$ cat src/rtl/rrfs_pkg.sv
// Package for the region rotate frame store.
// Command and angle codes, controller states, datapath phases and the
// command/status structs between controller and datapath. No dependencies.
package rrfs_pkg;

	typedef enum logic [1:0] {
		CMD_WRITE  = 2'd0,
		CMD_READ   = 2'd1,
		CMD_ROTATE = 2'd2,
		CMD_NONE   = 2'd3
	} cmd_code_t;

	typedef enum logic [1:0] {
		ANG_90   = 2'd0,
		ANG_180  = 2'd1,
		ANG_270  = 2'd2,
		ANG_NONE = 2'd3
	} angle_code_t;

	localparam logic [23:0] WHITE_PIXEL = 24'hFFFFFF;

	typedef enum logic [3:0] {
		S_IDLE,
		S_DECODE,
		S_SETUP2,
		S_DISPATCH,
		S_HA,
		S_HB,
		S_HW1,
		S_HW2,
		S_COPY,
		S_FILL,
		S_PUT,
		S_DRAIN,
		S_DONE
	} state_t;

	typedef enum logic [3:0] {
		PH_NONE,
		PH_ACCESS,
		PH_HA,
		PH_HB,
		PH_HW1,
		PH_HW2,
		PH_COPY,
		PH_FILL,
		PH_PUT
	} phase_t;

	typedef struct packed {
		logic   capture;
		logic   setup1;
		logic   setup2;
		logic   cnt_clr;
		phase_t phase;
		logic   load_res;
	} ctl_cmd_t;

	typedef struct packed {
		cmd_code_t   cmd;
		angle_code_t angle;
		logic        err;
		logic        empty;
		logic        half_zero;
		logic        last;
		logic        last_pair;
	} dp_stat_t;

endpackage

$ cat src/rtl/rrfs_ctrl.sv
// Controller for the region rotate frame store: sequences access, swap,
// copy, fill and put phases. Depends on rrfs_pkg.
module rrfs_ctrl
	import rrfs_pkg::*;
(
	input  logic     clk,
	input  logic     arst_n,
	input  logic     in_valid,
	output logic     in_ready,
	output logic     out_valid,
	input  logic     out_ready,
	input  dp_stat_t st,
	output ctl_cmd_t cmd
);

	state_t state_q, state_d;
	logic   out_valid_q;

	always_ff @(posedge clk or negedge arst_n) begin
		if (!arst_n) begin
			state_q     <= S_IDLE;
			out_valid_q <= 1'b0;
		end else begin
			state_q <= state_d;
			if (cmd.load_res)
				out_valid_q <= 1'b1;
			else if (out_ready)
				out_valid_q <= 1'b0;
		end
	end

	assign out_valid = out_valid_q;
	assign in_ready  = (state_q == S_IDLE);

	always_comb begin
		state_d      = state_q;
		cmd          = '0;
		cmd.phase    = PH_NONE;
		unique case (state_q)
			S_IDLE: begin
				if (in_valid) begin
					cmd.capture = 1'b1;
					state_d     = S_DECODE;
				end
			end
			S_DECODE: begin
				cmd.phase = PH_ACCESS;
				if (st.cmd == CMD_ROTATE && !st.err) begin
					cmd.setup1 = 1'b1;
					state_d    = S_SETUP2;
				end else begin
					state_d = S_DONE;
				end
			end
			S_SETUP2: begin
				cmd.setup2 = 1'b1;
				state_d    = S_DISPATCH;
			end
			S_DISPATCH: begin
				cmd.cnt_clr = 1'b1;
				if (st.empty) begin
					state_d = S_DONE;
				end else begin
					unique case (st.angle)
						ANG_180: state_d = st.half_zero ? S_DONE : S_HA;
						ANG_90,
						ANG_270: state_d = S_COPY;
						default: state_d = S_DONE;
					endcase
				end
			end
			S_HA: begin
				cmd.phase = PH_HA;
				state_d   = S_HB;
			end
			S_HB: begin
				cmd.phase = PH_HB;
				state_d   = S_HW1;
			end
			S_HW1: begin
				cmd.phase = PH_HW1;
				state_d   = S_HW2;
			end
			S_HW2: begin
				cmd.phase = PH_HW2;
				state_d   = st.last_pair ? S_DONE : S_HA;
			end
			S_COPY: begin
				cmd.phase = PH_COPY;
				if (st.last) state_d = S_FILL;
			end
			S_FILL: begin
				cmd.phase = PH_FILL;
				if (st.last) state_d = S_PUT;
			end
			S_PUT: begin
				cmd.phase = PH_PUT;
				if (st.last) state_d = S_DRAIN;
			end
			S_DRAIN: begin
				state_d = S_DONE;
			end
			S_DONE: begin
				if (!out_valid_q || out_ready) begin
					cmd.load_res = 1'b1;
					state_d      = S_IDLE;
				end
			end
			default: state_d = S_IDLE;
		endcase
	end

endmodule

$ cat config.mk
export PLATFORM = sky130hd
export DESIGN_NAME = rrfs_ctrl
export DESIGN_NICKNAME = d
export VERILOG_FILES = /design/src/rtl/rrfs_pkg.sv /design/src/rtl/rrfs_ctrl.sv
export SDC_FILE = /design/constraint.sdc
export NUM_CORES = 1
export LEC_CHECK = 0
export ABC_AREA = 1
export BUFFER_PORTS_ARGS = -buffer_cell sky130_fd_sc_hd__buf_2
export CAP_MARGIN = 20
export CORE_AREA = 5 5 42 44
export DETAILED_ROUTE_END_ITERATION = 16
export DIE_AREA = 0 0 47 49
export PLACE_DENSITY = 0.66
export SYNTH_ARGS = -nofsm -noshare
export SYNTH_HDL_FRONTEND = slang
export SYNTH_SLANG_ARGS = --single-unit
$ cat constraint.sdc
create_clock -name clk -period 1.5 [get_ports clk]
set_clock_uncertainty 0.2 [all_clocks]
set_input_delay 0.3 -clock clk [delete_from_list [all_inputs] [get_ports clk]]
set_output_delay 0.3 -clock clk [all_outputs]
set_load 0.02 [all_outputs]
==> results.txt <==
Static timing analysis puts the maximum clock frequency at 566 MHz. 24 I/O pins were placed. The final layout net count was 145; the post-synthesis cell count was 81.

The maximum number of pins on one net before global-route repair is 7. The detailed router placed 661 vias in this run. Among the stages of the critical path, the cell type that occurs most often is sky130_fd_sc_hd__buf_6. The run gives 0.153 as the global router's overall resource usage. From left edge to right edge, the die measures 47 µm. The HPWL after detailed placement came out at 1170 µm.

After global routing, the most crowded layer is met2. STA puts the critical path data arrival time at 1270 ps. The peak supply drop is 1.08 mV, and the number of distinct library cells after synthesis is 17. The critical path is of the flip-flop to output port type. The utilization of the core after routing is 0.703, and the highest net fanout along the worst path is 4. Class of the tightest hold or removal check: primary input to flip-flop.

The clock passes through at most 2 buffers. Hold timing on the final database bottoms out at a slack of 87.8 ps. The tools report the number of hold violations in the final report as 0.

The tools report the routing usage on met1 as 0.209. The run finished, with violations left. The logs give 94 for the number of nets in the synthesized netlist and 15 for the DRC marker count from the first detailed-route iteration.

The number of placed cells counting well taps came out at 132. For the cell leakage power, the log shows 0.529 nW. The layout cell share with drive strength beyond 1 is 0.634, and the count of placed standard cells in the final layout, fillers left out is 147. For this run, the detailed router's first-pass iteration total came to 4. The total overflow left after global routing is 0. Setup violations remaining at the end of the flow were counted as 14. The effective utilization at floorplan came out at 0.349.

In the routed layout, each cell is associated on average with a via count of 4.50. The tools report the setup slack of the critical path after layout as -268 ps. The met3 routing resource usage after global routing came out at 0.0258. The final period demand of the worst path was 1770 ps; the clock edge transition at the registers on the reported setup and hold paths was 50 ps.

The tools report the number of routed nets with antenna violations as 0. After synthesis the cells add up to 489 µm². The global-route wire length before repair came out at 2660 µm. The slowest stage of the critical path is the sky130_fd_sc_hd__dfrtp_2 cell. The tools report the sequential element share of the synthesized area as 0.256.

The stage delay of the slowest cell on the critical path is 430 ps, and the total detailed-routing wirelength is 1750 µm. The final reports fail on setup timing. Endpoint required time on the critical path: 1000 ps. The max-slew violation total from the final report is 0.

The number of I/O port buffers came out at 23. At the later pin of the worst-skew pair, clock insertion delay measures 230 ps. For the global-route met2 utilization, the log shows 0.240.

Walking the worst path, the cells encountered are buf_4, buf_6, nor3_4, buf_6. The final critical-path share of the clock period was 1.18. The die is 49 µm tall.

The core region is 1400 µm². The tool flagged a number of max-cap violations equal to 0. The sequential cells in the finished layout cover a total of 130 µm².

The number of antenna violations at the first check in global routing came out at 0. The die area is 2300 µm². The tools report the post-detailed-route DRC marker count as 0. TritonCTS built the clock tree. The relative slew slack is 0.774. Power comes to 2.13 mW. The tools report the number of levels the H-tree was split into as 1. Counting flops and latches in the post-synthesis netlist gives 5. The average detailed-routed wire length per instance was 11.9 µm. In this run the cell area measured after placement is 721 µm². The number of clock sinks is 5. Setup repair after global routing could not meet its margin everywhere. For the multi-input gate area in the final layout, the log shows 370 µm². Fill cells in the final layout number 110.

Compared with the post-synthesis result, the final layout area differs by 101%. The power per cell area is 2160 nW/µm², and the transition time of the tightest slew-check pin is 338 ps. Kind of cell adding the most delay to the critical path: flip-flops. For the number of antenna cells inserted, the log shows 0. The final weighted congestion in routability-driven placement is 0.789, and the per-instance average area after synthesis is 6.04 µm². The worst setup path is launched from a flip-flop. The floorplan has 14 rows. The logs give 3 for the number of CTS-inserted buffers and 0 for the count of yosys warnings during synthesis. Summed area of non-filler cells in the final layout: 985 µm².

The via count of the first global-routing pass was 623. Together, buffers and inverters on the worst path number 3. STA classifies the critical path endpoint as an output port.

CTS placed an instance of sky130_fd_sc_hd__clkbuf_4 at the clock tree root.
flip-flops by register name, indices dropped and copies added (netlist names):
register	cells
state_q	4
out_valid	1
kinds of logic (layout without fill, tap and decap cells):
kind of cell	Yosys count	in the layout	share of synthesized area
simple gates	51	51	0.511
buf+inv	18	68	0.153
compound gates	7	7	0.0793
flops	5	5	0.256
area by class of cell:
| cell class | instances | share of cell area |
|---|---|---|
| clock buffer | 4 | 0.0267 |
| inverter | 17 | 0.0673 |
| multi-input combinational | 58 | 0.376 |
| sequential | 5 | 0.132 |
| tap | 16 | 0.0203 |
| timing repair buffer | 47 | 0.377 |
timing repair:
item,4_1_cts,5_1_grt
hold buffers,1,0
endpoints found under the setup margin,10,13
buffers inserted,4,6
gates resized for setup,25,26
hold endpoints to repair,5,0
pin swaps,3,3
per-layer routing:
metal | vias up | part of all wire
met2 | 20 | 0.51
met1 | 289 | 0.43
met3 | 2 | 0.047
met4 | 0 | 0.012
met5 | - | 0
li1 | 350 | -
report_power, final:
part	internal [mW]	switching (mW)	total [mW]	leakage (nW)
sequential	0.210	0.124	0.333	0.0586
clock	0.100	0.0507	0.151	0.0150
combinational	0.816	0.829	1.65	0.456
path summary, 6_finish.rpt:
| path | from | to | cells after the start | slack, ps |
|---|---|---|---|---|
| max | state_q[1] | cmd[2] | 4 | -270 |
| min | out_ready | out_valid | 2 | 90 |
| max reg2reg | state_q[1] | state_q[1] | 10 | -120 |
| min reg2reg | out_valid | out_valid | 2 | 350 |
| max in group asynchronous | arst_n | state_q[3] | 2 | 730 |
| min in group asynchronous | arst_n | state_q[2] | 2 | 220 |
Yosys cell counts, drive strengths merged:
cell	count	share of area
nand4	2	0.026
nor2	19	0.20
nand3	8	0.10
dfrtp	5	0.26
nor3	1	0.010
o22ai	1	0.013
o31ai	1	0.015
nand2	21	0.18
buf	1	0.023
o21ai	5	0.051
inv	17	0.13
cells in the final DEF (no fill, tap or decap), drive strengths merged:
cell / instances
nor2: 19
clkbuf: 4
dlygate4sd3: 1
o22ai: 1
inv: 17
buf: 46
nand4: 2
nand2: 21
dfrtp: 5
nand3: 8
nor3: 1
o31ai: 1
o21ai: 5
per-stage QoR:
step,worst slack (ps),TNS (ps)
finish,-268,-2460
global route,-306,-3190
CTS,-262,-2020
detailed placement,-64.8,-74.7
global placement,-35.7,-35.7
floorplan,-9.72,-9.72
Note: power is estimated with default switching activity, not from simulation.
